## src/rtl/lzdc_pkg.sv

```systemverilog
// ---------------------------------------------------------------------------
// lzdc_pkg
// Types and constants shared by the LZO1Z stream decompressor modules.
// ---------------------------------------------------------------------------
package lzdc_pkg;

    localparam int CAP_W  = 24;
    localparam int DIST_W = 16;

    localparam logic [DIST_W-1:0] M1X_BASE   = 16'h0700;
    localparam logic [DIST_W-1:0] M4_BASE    = 16'h4000;
    localparam logic [4:0]        LAST_CODE  = 5'h1c;
    localparam logic [7:0]        MASK_1F    = 8'h1f;
    localparam logic [7:0]        ZERO_ADD   = 8'd255;
    localparam logic [7:0]        FIRST_BIAS = 8'd17;
    localparam logic [CAP_W-1:0]  CAP_RESET  = 24'd65536;

    typedef enum logic [2:0] {
        ST_RUNNING     = 3'd0,
        ST_FINISHED    = 3'd1,
        ST_IN_OVERRUN  = 3'd2,
        ST_OUT_OVERRUN = 3'd3,
        ST_CORRUPT     = 3'd4,
        ST_REFUSED     = 3'd5
    } status_t;

    typedef enum logic [3:0] {
        PH_FIRST,
        PH_OP_LIT,
        PH_OP_AFTER_RUN,
        PH_OP_MATCH,
        PH_LEN_EXT,
        PH_LIT_RUN,
        PH_LIT_TAIL,
        PH_M1_OFF,
        PH_M1X_OFF,
        PH_M2_OFF,
        PH_OFF0,
        PH_OFF1
    } phase_t;

    localparam logic KIND_BYTE  = 1'b0;
    localparam logic KIND_DRAIN = 1'b1;

    // one decoded item on its way to the history stage
    typedef struct packed {
        logic             wr;
        logic             is_copy;
        logic [7:0]       lit;
        logic             has_byte;
        logic             copy_pending;
        status_t          status;
        logic [CAP_W-1:0] output_count;
    } req_t;

    typedef struct packed {
        logic             has_byte;
        logic [7:0]       out_byte;
        logic             copy_pending;
        status_t          status;
        logic [CAP_W-1:0] output_count;
    } res_t;

endpackage

```

## src/rtl/lzdc_parser.sv

```systemverilog
// ---------------------------------------------------------------------------
// lzdc_parser
// Opcode parser and copy bookkeeping; issues history reads and writes.
// ---------------------------------------------------------------------------
module lzdc_parser
    import lzdc_pkg::*;
#(
    parameter int COUNT_BITS = 24,
    parameter int WIN_AW     = 16
)
(
    input  logic              clk,
    input  logic              rst_n,
    input  logic              accept,
    input  logic              kind,
    input  logic [7:0]        data_byte,
    input  logic              end_of_input,
    input  logic [CAP_W-1:0]  capacity,
    output req_t              req,
    output logic [WIN_AW-1:0] waddr,
    output logic              rd_en,
    output logic [WIN_AW-1:0] raddr
);

    localparam int LEN_W = COUNT_BITS + 1;
    localparam int SUM_W = ((COUNT_BITS > CAP_W) ? COUNT_BITS : CAP_W) + 2;
    localparam logic [LEN_W-1:0] COUNT_MASK = {1'b0, {COUNT_BITS{1'b1}}};

    phase_t             phase_reg, phase_next;
    logic [LEN_W-1:0]   run_reg, run_next;
    logic [LEN_W-1:0]   lacc_reg, lacc_next;
    logic [7:0]         cur_reg, cur_next;
    logic [DIST_W-1:0]  mdist_reg, mdist_next;
    logic [DIST_W-1:0]  last_reg, last_next;
    logic [CAP_W-1:0]   bw_reg, bw_next;
    logic [1:0]         tail_reg, tail_next;
    status_t            final_reg, final_next;

    always_comb
    begin
        logic             do_op;
        phase_t           op_mode;
        logic [7:0]       t;
        logic [7:0]       n;
        logic             complete;
        logic             mstart;
        logic [DIST_W-1:0] m_dist;
        logic [LEN_W-1:0] m_len;
        logic [1:0]       m_last;
        logic [DIST_W-1:0] d;
        logic [LEN_W:0]   lsum;
        status_t          st;
        logic             emit;

        phase_next = phase_reg;
        run_next   = run_reg;
        lacc_next  = lacc_reg;
        cur_next   = cur_reg;
        mdist_next = mdist_reg;
        last_next  = last_reg;
        bw_next    = bw_reg;
        tail_next  = tail_reg;
        final_next = final_reg;
        do_op      = 1'b0;
        op_mode    = PH_OP_LIT;
        t          = data_byte;
        n          = data_byte - FIRST_BIAS;
        complete   = 1'b0;
        mstart     = 1'b0;
        m_dist     = '0;
        m_len      = '0;
        m_last     = data_byte[1:0];
        d          = '0;
        lsum       = '0;
        emit       = 1'b0;
        st         = final_reg;
        rd_en      = 1'b0;

        if (kind == KIND_DRAIN)
        begin
            if (run_reg != '0)
            begin
                rd_en    = accept;
                run_next = run_reg - 1'b1;
                bw_next  = bw_reg + 1'b1;
            end
        end
        else if (run_reg != '0)
        begin
            st = ST_REFUSED;
        end
        else if (final_reg == ST_RUNNING)
        begin
            case (phase_reg)
                PH_FIRST:
                begin
                    if (data_byte > FIRST_BIAS)
                    begin
                        if (n < 8'd4)
                        begin
                            tail_next  = n[1:0];
                            phase_next = PH_LIT_TAIL;
                        end
                        else
                        begin
                            lacc_next  = LEN_W'(n);
                            phase_next = PH_LIT_RUN;
                        end
                    end
                    else
                    begin
                        do_op = 1'b1;
                    end
                end
                PH_OP_LIT, PH_OP_AFTER_RUN, PH_OP_MATCH:
                begin
                    do_op   = 1'b1;
                    op_mode = phase_reg;
                end
                PH_LEN_EXT:
                begin
                    if (data_byte == 8'd0)
                    begin
                        lsum = {1'b0, lacc_reg} + (LEN_W+1)'(ZERO_ADD);
                        lacc_next = (lsum > (LEN_W+1)'(COUNT_MASK)) ? COUNT_MASK
                                                                    : lsum[LEN_W-1:0];
                    end
                    else if (cur_reg < 8'd16)
                    begin
                        lacc_next  = lacc_reg + LEN_W'(data_byte) + LEN_W'(18);
                        phase_next = PH_LIT_RUN;
                    end
                    else
                    begin
                        lacc_next  = lacc_reg + LEN_W'(data_byte)
                                   + ((cur_reg >= 8'd32) ? LEN_W'(31) : LEN_W'(7));
                        phase_next = PH_OFF0;
                    end
                end
                PH_LIT_RUN:
                begin
                    if (SUM_W'(bw_reg) + SUM_W'(lacc_reg) > SUM_W'(capacity))
                    begin
                        final_next = ST_OUT_OVERRUN;
                    end
                    else
                    begin
                        emit      = 1'b1;
                        lacc_next = lacc_reg - 1'b1;
                        if (lacc_reg == LEN_W'(1))
                        begin
                            phase_next = PH_OP_AFTER_RUN;
                            complete   = 1'b1;
                        end
                    end
                end
                PH_LIT_TAIL:
                begin
                    if (SUM_W'(bw_reg) + SUM_W'(tail_reg) > SUM_W'(capacity))
                    begin
                        final_next = ST_OUT_OVERRUN;
                    end
                    else
                    begin
                        emit      = 1'b1;
                        tail_next = tail_reg - 1'b1;
                        if (tail_reg == 2'd1)
                        begin
                            phase_next = PH_OP_MATCH;
                            complete   = 1'b1;
                        end
                    end
                end
                PH_M1_OFF:
                begin
                    mstart = 1'b1;
                    m_dist = DIST_W'(1) + DIST_W'({cur_reg[3:0], 6'd0})
                           + DIST_W'(data_byte[7:2]);
                    m_len  = LEN_W'(2);
                end
                PH_M1X_OFF:
                begin
                    mstart = 1'b1;
                    m_dist = M1X_BASE + DIST_W'(1) + DIST_W'({cur_reg[3:0], 6'd0})
                           + DIST_W'(data_byte[7:2]);
                    m_len  = LEN_W'(3);
                end
                PH_M2_OFF:
                begin
                    mstart = 1'b1;
                    m_dist = DIST_W'(1) + DIST_W'({(cur_reg & MASK_1F), 6'd0})
                           + DIST_W'(data_byte[7:2]);
                    m_len  = LEN_W'(cur_reg[7:5]) + LEN_W'(1);
                end
                PH_OFF0:
                begin
                    mdist_next = DIST_W'(data_byte);
                    phase_next = PH_OFF1;
                end
                PH_OFF1:
                begin
                    m_len = lacc_reg + LEN_W'(2);
                    if (cur_reg >= 8'd32)
                    begin
                        mstart = 1'b1;
                        m_dist = DIST_W'(1) + DIST_W'({mdist_reg[7:0], 6'd0})
                               + DIST_W'(data_byte[7:2]);
                    end
                    else
                    begin
                        d = DIST_W'({cur_reg[3], 14'd0}) + DIST_W'({mdist_reg[7:0], 6'd0})
                          + DIST_W'(data_byte[7:2]);
                        if (d == '0)
                        begin
                            final_next = ST_FINISHED;
                            complete   = 1'b1;
                        end
                        else
                        begin
                            mstart = 1'b1;
                            m_dist = d + M4_BASE;
                        end
                    end
                end
                default:
                begin
                    final_next = ST_CORRUPT;
                end
            endcase

            if (do_op)
            begin
                cur_next = t;
                if (t < 8'd16)
                begin
                    if (op_mode == PH_OP_LIT)
                    begin
                        if (t == 8'd0)
                        begin
                            lacc_next  = '0;
                            phase_next = PH_LEN_EXT;
                        end
                        else
                        begin
                            lacc_next  = LEN_W'(t) + LEN_W'(3);
                            phase_next = PH_LIT_RUN;
                        end
                    end
                    else
                    begin
                        phase_next = (op_mode == PH_OP_AFTER_RUN) ? PH_M1X_OFF : PH_M1_OFF;
                    end
                end
                else if (t >= 8'd64)
                begin
                    if (t[4:0] >= LAST_CODE)
                    begin
                        mstart = 1'b1;
                        m_dist = last_reg;
                        m_len  = LEN_W'(t[7:5]) + LEN_W'(1);
                    end
                    else
                    begin
                        phase_next = PH_M2_OFF;
                    end
                end
                else
                begin
                    lacc_next  = (t >= 8'd32) ? LEN_W'(t[4:0]) : LEN_W'(t[2:0]);
                    phase_next = (((t >= 8'd32) ? t[4:0] : {2'b00, t[2:0]}) == 5'd0)
                               ? PH_LEN_EXT : PH_OFF0;
                end
            end

            if (mstart)
            begin
                if (m_dist == '0 || CAP_W'(m_dist) > bw_reg)
                begin
                    final_next = ST_CORRUPT;
                end
                else if (SUM_W'(bw_reg) + SUM_W'(m_len) > SUM_W'(capacity))
                begin
                    final_next = ST_OUT_OVERRUN;
                end
                else
                begin
                    mdist_next = m_dist;
                    last_next  = m_dist;
                    run_next   = m_len;
                    tail_next  = m_last;
                    phase_next = (m_last != 2'd0) ? PH_LIT_TAIL : PH_OP_LIT;
                    complete   = 1'b1;
                end
            end

            if (emit)
            begin
                bw_next = bw_reg + 1'b1;
            end

            if (end_of_input && final_next == ST_RUNNING)
            begin
                final_next = complete ? ST_FINISHED : ST_IN_OVERRUN;
            end
            st = final_next;
        end

        req.wr           = emit || (kind == KIND_DRAIN && run_reg != '0);
        req.is_copy      = (kind == KIND_DRAIN);
        req.lit          = data_byte;
        req.has_byte     = req.wr;
        req.copy_pending = (run_next != '0);
        req.status       = st;
        req.output_count = bw_next;
    end

    assign waddr = bw_reg[WIN_AW-1:0];
    assign raddr = bw_reg[WIN_AW-1:0] - WIN_AW'(mdist_reg);

    always_ff @(posedge clk or negedge rst_n)
    begin
        if (!rst_n)
        begin
            phase_reg <= PH_FIRST;
            run_reg   <= '0;
            lacc_reg  <= '0;
            cur_reg   <= '0;
            mdist_reg <= '0;
            last_reg  <= '0;
            bw_reg    <= '0;
            tail_reg  <= '0;
            final_reg <= ST_RUNNING;
        end
        else if (accept)
        begin
            phase_reg <= phase_next;
            run_reg   <= run_next;
            lacc_reg  <= lacc_next;
            cur_reg   <= cur_next;
            mdist_reg <= mdist_next;
            last_reg  <= last_next;
            bw_reg    <= bw_next;
            tail_reg  <= tail_next;
            final_reg <= final_next;
        end
    end

endmodule

```

## config.mk

```make
export PLATFORM = sky130hd
export DESIGN_NAME = lzdc_parser
export DESIGN_NICKNAME = d
export VERILOG_FILES = /design/src/rtl/lzdc_pkg.sv /design/src/rtl/lzdc_parser.sv
export SDC_FILE = /design/constraint.sdc
export NUM_CORES = 1
export LEC_CHECK = 0
export BUFFER_PORTS_ARGS = -buffer_cell sky130_fd_sc_hd__buf_2
export CAP_MARGIN = 40
export CORE_AREA = 2 2 242 244
export CTS_CLUSTER_DIAMETER = 60
export DETAILED_ROUTE_END_ITERATION = 8
export DIE_AREA = 0 0 244 246
export GPL_TIMING_DRIVEN = 0
export HOLD_SLACK_MARGIN = 0.06
export SYNTH_ARGS = -nofsm -noshare
export SYNTH_HDL_FRONTEND = slang
export SYNTH_SLANG_ARGS = --single-unit
```

## constraint.sdc

```tcl
create_clock -name clk -period 6.3 [get_ports clk]
set_input_delay 0.63 -clock clk [delete_from_list [all_inputs] [get_ports clk]]
set_output_delay 0.63 -clock clk [all_outputs]
set_load 0.05 [all_outputs]
```

==> impl_metrics.csv, run 1 <==
group,metric,value,unit
run,cap_violations,0,
grt,grt_remaining_overflow,0,
place,gp_congestion,1.01,
synth,synthArstFlopShare,100,%
worst_setup_path,crit_end,"req[27]",
worst_setup_path,crit_slowest_cell,"or4_1",
sta,setup_ws,-859,ps
grt,grt_pass1_wl,118000,um
sta,whs,137,ps
worst_setup_path,cp-start-kind,"flip-flop",
grt,grt_max_degree,73,
synth,syn_area,17600,sq um
synth,netlist_top_cells_area,"dfrtp_1, ha_1, xnor2_1",
worst_setup_path,critPathMostFrequentCell,"a21o_1",
pwr,powerDensity,173,nW/um^2
sta,fin_crit,7160,ps
drt,wire_per_inst,23.7,um
synth,synthAdderAreaFrac,13.9,%
cells_and_area,multiInputGateArea,14800,sq um
synth,ys_seq_area_share,17.5,%
synth,synthMuxAreaShare,0.726,%
worst_setup_path,cp_num_cells,31,
worst_setup_path,path_class,"reg -> out",
floorplan,dieWidth,244,um
floorplan,die_h,246,um
cells_and_area,nets,2844,
drt,wirelength,80500,um
sta,tightestPinTransition,1110,ps
synth,synth_most_common_cell,"nand2_1",
worst_setup_path,crit_buf_inv,4,
clock_tree,cts_root_buf,"clkbuf_16",
worst_setup_path,end_kind,"output port",
clock_tree,insertion_delay,470,ps
clock_tree,clock_sinks,123,
sta,final-setup-viol-count,35,
synth,synth_top_cell_by_area,"dfrtp_1",
pwr,peakVddDrop,219,uV
synth,yosysWarnings,0,
worst_setup_path,rrSetupSlack,-280,ps
sta,skew,15.9,ps
grt,grt_usage,25.8,%
clock_tree,htree_num_levels,4,
sta,tns,-7870,ps
floorplan,start_util,30.6,%
floorplan,core,57400,sq um
clock_tree,cts_hold_buffers,0,
synth,synthCells,2380,
sta,slew_violations,0,
synth,syn_avg_cell_area,7.38,sq um
min_path,min_path_type,"in -> async",
worst_setup_path,cp_data_arrival_time,6530,ps
worst_setup_path,critPathTopFamily,"compound AO/OA/AOI/OAI gates",
synth,synth_top_family_by_area,"compound AO/OA/AOI/OAI gates",
grt,grt_pass1_vias,18800,
floorplan,die_area,60000,sq um
synth,ys_types,95,
sta,rsz0062_at_grt,"true",
cells_and_area,regArea,3120,sq um
sta,clock.fmax,140,MHz
floorplan,io_pins,109,
synth,synth-xor-area-share,10.7,%
synth,synth_compound_area_share,26.1,%
grt,antenna_found_initial,0,
cells_and_area,syn2layout_area_growth,28.1,%
worst_setup_path,path_max_fanout,7,
synth,synthSimpleGateAreaFrac,24.7,%
outcome,outcome,"complete, but fails checks",
cells_and_area,final_layout_size_suffix_gt1_share,22.4,%
synth,syn_nets,2609,
clock_tree,cts_tree,"built",
drt,vias,20300,
clock_tree,cts_made_buffers,17,
synth,synth_top_area_share,17.5,%
drt,dr.pass1.iters,6,
worst_setup_path,cp-startpoint,"lacc_reg[5]",
clock_tree,clock_path_buffers,2,
synth,synthFlopType,"dfrtp_1",
sta,hold_violations,0,
drt,drt_iter0_markers,2549,
place,port_buffers,107,
worst_setup_path,reg2reg_to,"last_reg[0]",
synth,synth_edf_count,0,
drt,drtAntennaViolNets,0,
drt,vias_per_cell,5.99,
worst_setup_path,r2r_start,"lacc_reg[5]",
place,hpwl,61900,um
sta,slew_headroom,25.7,%
worst_setup_path,critPathMaxStageDelay,490,ps
worst_setup_path,cp.required,5670,ps
cells_and_area,fillCellCount,5873,
worst_setup_path,reg2regPathDepth,31,
drt,route.detailed.drc,0,
pwr,p_leak,9.83,nW
synth,synth_common_cells,"nand2_1, nor2_1, ha_1",
synth,ys_seq_elements,123,
floorplan,rows,88,
sta,period_share,114,%
outcome,violations,"negative setup slack",
clock_tree,clk_pin_slew,60,ps
[cells in the final DEF (no fill, tap or decap), drive strengths merged, types with 66 or more instances in the layout]
cell and count:
inv 128, a21o 66, nor2 213, buf 264
xnor2 161, nor3 78, nand3 101, ha 187
a21oi 171, clkbuf 106, dfrtp 123, o21ai 154
nand2 241
[stage by stage]
stage	util (%)	instances	power, mW	setup WS [ps]	instance area [sq um]
2_1_floorplan	-	2380	2.01	-25.2	17700
3_3_place_gp	33.4	3252	2.49	-2850	19200
3_5_place_dp	33.7	3268	2.49	-2260	19300
4_1_cts	37.5	3362	3.74	-851	21500
5_1_grt	39.2	3393	4.04	-1110	22500
6_report	39.2	3394	3.89	-859	22500
[where the power goes]
group | switching, mW | internal, mW | total (mW)
clock | 0.469 | 0.643 | 1.11
sequential | 0.115 | 0.854 | 0.969
combinational | 1.18 | 0.619 | 1.80
total | 1.77 | 2.12 | 3.89
[layer usage]
layer | GRT usage (%) | vias to the layer above | part of all wire, %
met5 | 0 | - | 0
met4 | 13.8 | 0 | 6.7
met3 | 3.61 | 227 | 8.6
met2 | 40.0 | 1183 | 43
met1 | 34.7 | 9711 | 42
li1 | - | 9211 | -
[final cells by class]
type                       count  share of cell area (%)
antenna                        1                  0.0111
buffer                       133                    3.54
clock buffer                  18                    1.95
clock inverter                14                   0.829
inverter                     128                    2.16
multi-input combinational   1991                    65.7
sequential                   123                    13.9
tap                          765                    4.25
timing repair buffer         221                    7.71
[kinds of logic after synthesis]
| kind of cell | count (synthesis) |
|---|---|
| AOI/OAI and AO/OA | 695 |
| adders and majority gates | 192 |
| and+or+nand+nor | 878 |
| DFF | 123 |
| buffers and inverters | 266 |
| xor gates and xnor gates | 214 |
| muxes | 12 |
[worst min path at each step]
stage / depth (start not counted) / from / endpoint
global route: 1 / rst_n / bw_reg[16]
finish: 1 / rst_n / bw_reg[16]
CTS: 1 / rst_n / bw_reg[16]
floorplan: 0 / rst_n / bw_reg[0]
detailed placement: 2 / last_reg[1] / last_reg[1]
global placement: 2 / last_reg[13] / last_reg[13]
[what timing repair did]
action / 4_1_cts / 5_1_grt
pin swaps: 48 / 77
resized for setup: 275 / 197
endpoints found under the setup margin: 120 / 76
cloned: 0 / 1
setup buffers: 66 / 33
Note: power is estimated with default switching activity, not from simulation.
==> run 2, diff against run 1 <==
--- a/config.mk
+++ b/config.mk
@@ -13,6 +13,8 @@
 export DIE_AREA = 0 0 244 246
 export GPL_TIMING_DRIVEN = 0
 export HOLD_SLACK_MARGIN = 0.06
+export MAX_ROUTING_LAYER = met4
+export PLACE_DENSITY = 0.49
 export SYNTH_ARGS = -nofsm -noshare
 export SYNTH_HDL_FRONTEND = slang
 export SYNTH_SLANG_ARGS = --single-unit
==> impl_metrics.csv, run 2 (synthesis results as in run 1) <==
group,metric,value,unit
outcome,outcome,"complete, but fails checks",
outcome,violations,"negative setup slack",
grt,grt_max_degree,76,
sta,hold_violations,0,
floorplan,die_area,60000,sq um
cells_and_area,regArea,3120,sq um
drt,wire_per_inst,25.2,um
drt,route.detailed.drc,0,
place,dp.cells,3275,
place,port_buffers,107,
cells_and_area,syn2layout_area_growth,28.8,%
clock_tree,cts_made_buffers,17,
cells_and_area,antenna_cells,0,
worst_setup_path,crit_slowest_cell,"nor4_2",
sta,whs,90.1,ps
grt,grt_remaining_overflow,0,
place,hpwl,67900,um
worst_setup_path,critPathMostFrequentCell,"ha_4",
drt,dr.pass1.iters,8,
cells_and_area,final_layout_size_suffix_gt1_share,22.4,%
sta,slew_violations,0,
worst_setup_path,path_class,"in -> out",
drt,vias_per_cell,5.85,
clock_tree,clock_path_buffers,2,
cells_and_area,design_area,22600,sq um
grt,grt_pass1_vias,19000,
sta,period_share,119,%
sta,rsz0062_at_grt,"true",
floorplan,start_util,30.6,%
cells_and_area,fillCellCount,5970,
cells_and_area,final_cells,3405,
place,place_ws,-3210,ps
worst_setup_path,critPathMaxStageDelay,320,ps
clock_tree,clock_sinks,123,
worst_setup_path,cp-start-kind,"input port",
worst_setup_path,end_kind,"output port",
drt,drtAntennaViolNets,0,
clock_tree,cts_tree,"built",
grt,grt_usage,28.4,%
floorplan,dieWidth,244,um
clock_tree,cts_hold_buffers,0,
floorplan,rows,88,
grt,grt_pass1_wl,123000,um
cells_and_area,nets,2856,
floorplan,io_pins,109,
sta,clock.fmax,133,MHz
cells_and_area,multiInputGateArea,14800,sq um
run,cap_violations,0,
grt,antenna_found_initial,0,
drt,vias,19900,
clock_tree,cts_root_buf,"clkbuf_16",
worst_setup_path,path_max_fanout,10,
place,place_area,19300,sq um
pwr,peakVddDrop,215,uV
drt,drt_iter0_markers,1861,
clock_tree,insertion_delay,490,ps
worst_setup_path,cp.required,5670,ps
clock_tree,clk_pin_slew,60,ps
cells_and_area,final_cell_mix,"nand2_1, nor2_1, ha_1, a21oi_1, xnor2_1",
clock_tree,htree_num_levels,4,
sta,skew,18.2,ps
sta,setup_ws,-1220,ps
sta,tightestPinTransition,1200,ps
floorplan,core,57400,sq um
sta,slew_headroom,20.0,%
drt,wirelength,85600,um
sta,final-setup-viol-count,63,
min_path,min_path_type,"in -> async",
pwr,powerDensity,169,nW/um^2
floorplan,die_h,246,um
worst_setup_path,cp_data_arrival_time,6890,ps
sta,fin_crit,7520,ps
cells_and_area,layout_commonest_cell,"nand2_1",
place,gp_congestion,1.05,
pwr,p_leak,9.87,nW
## run 2: changes by cell type in the layout (fill, tap and decap cells not counted), moves of 5 or more
cell | before | now
buf_4 | 129 | 121
ha_1 | 169 | 174
ha_4 | 14 | 8
buf_6 | 37 | 46
xnor2_1 | 140 | 134
buf_2 | 82 | 88
## run 2: worst paths after layout
| path | start | endpoint | slack, ps | depth (start not counted) |
|---|---|---|---|---|
| hold / removal | rst_n | bw_reg[15] | 90 | 1 |
| max in group asynchronous | rst_n | cur_reg[5] | 5340 | 2 |
| setup / recovery | data_byte[2] | req[27] | -1220 | 33 |
| setup reg to reg | lacc_reg[11] | last_reg[12] | -470 | 26 |
| min in group clk | last_reg[13] | last_reg[13] | 490 | 2 |
| hold reg to reg | last_reg[13] | last_reg[13] | 490 | 2 |
## run 2: repair_timing
action	in CTS	in global routing
pin swaps	47	78
cloned	1	2
setup endpoints to repair	144	97
resized for setup	260	184
setup buffers	54	48
## run 2: power breakdown
group	internal, mW	switching (mW)
clock	0.629	0.463
sequential	0.851	0.130
combinational	0.609	1.13
## run 2: final cells by class
class                           instances  area share [%]
Inverter                              128            2.16
Timing Repair Buffer                  233            8.29
Clock inverter                         14           0.808
Sequential cell                       123            13.8
Clock buffer                           18            1.90
Buffer                                132            3.55
Tap cell                              765            4.23
Multi-Input combinational cell       1992            65.3
## run 2: critical path, delay by kind of cell
| family | cells | cell delay (ps) |
|---|---|---|
| fa+ha+maj | 3 | 690 |
| compound gates | 16 | 3120 |
| simple gates | 8 | 1350 |
| xor+xnor | 1 | 200 |
| buf+inv | 5 | 840 |
## run 2: per-layer routing
metal	global-route usage, %	up-vias	wire (um)
met4	11.7	0	3710
met5	-	-	0
li1	-	9234	-
met2	44.9	772	39200
met1	37.2	9790	38000
met3	2.65	137	4810
## run 2: per-stage QoR
stage               setup TNS, ps  util (%)  power [mW]
detailed placement        -243350      33.7        2.49
floorplan                   -49.2         -        2.01
CTS                        -17350      37.3        3.67
global placement          -277460      33.4        2.48
finish                     -25310      39.4        3.82
global route               -35500      39.4        3.99
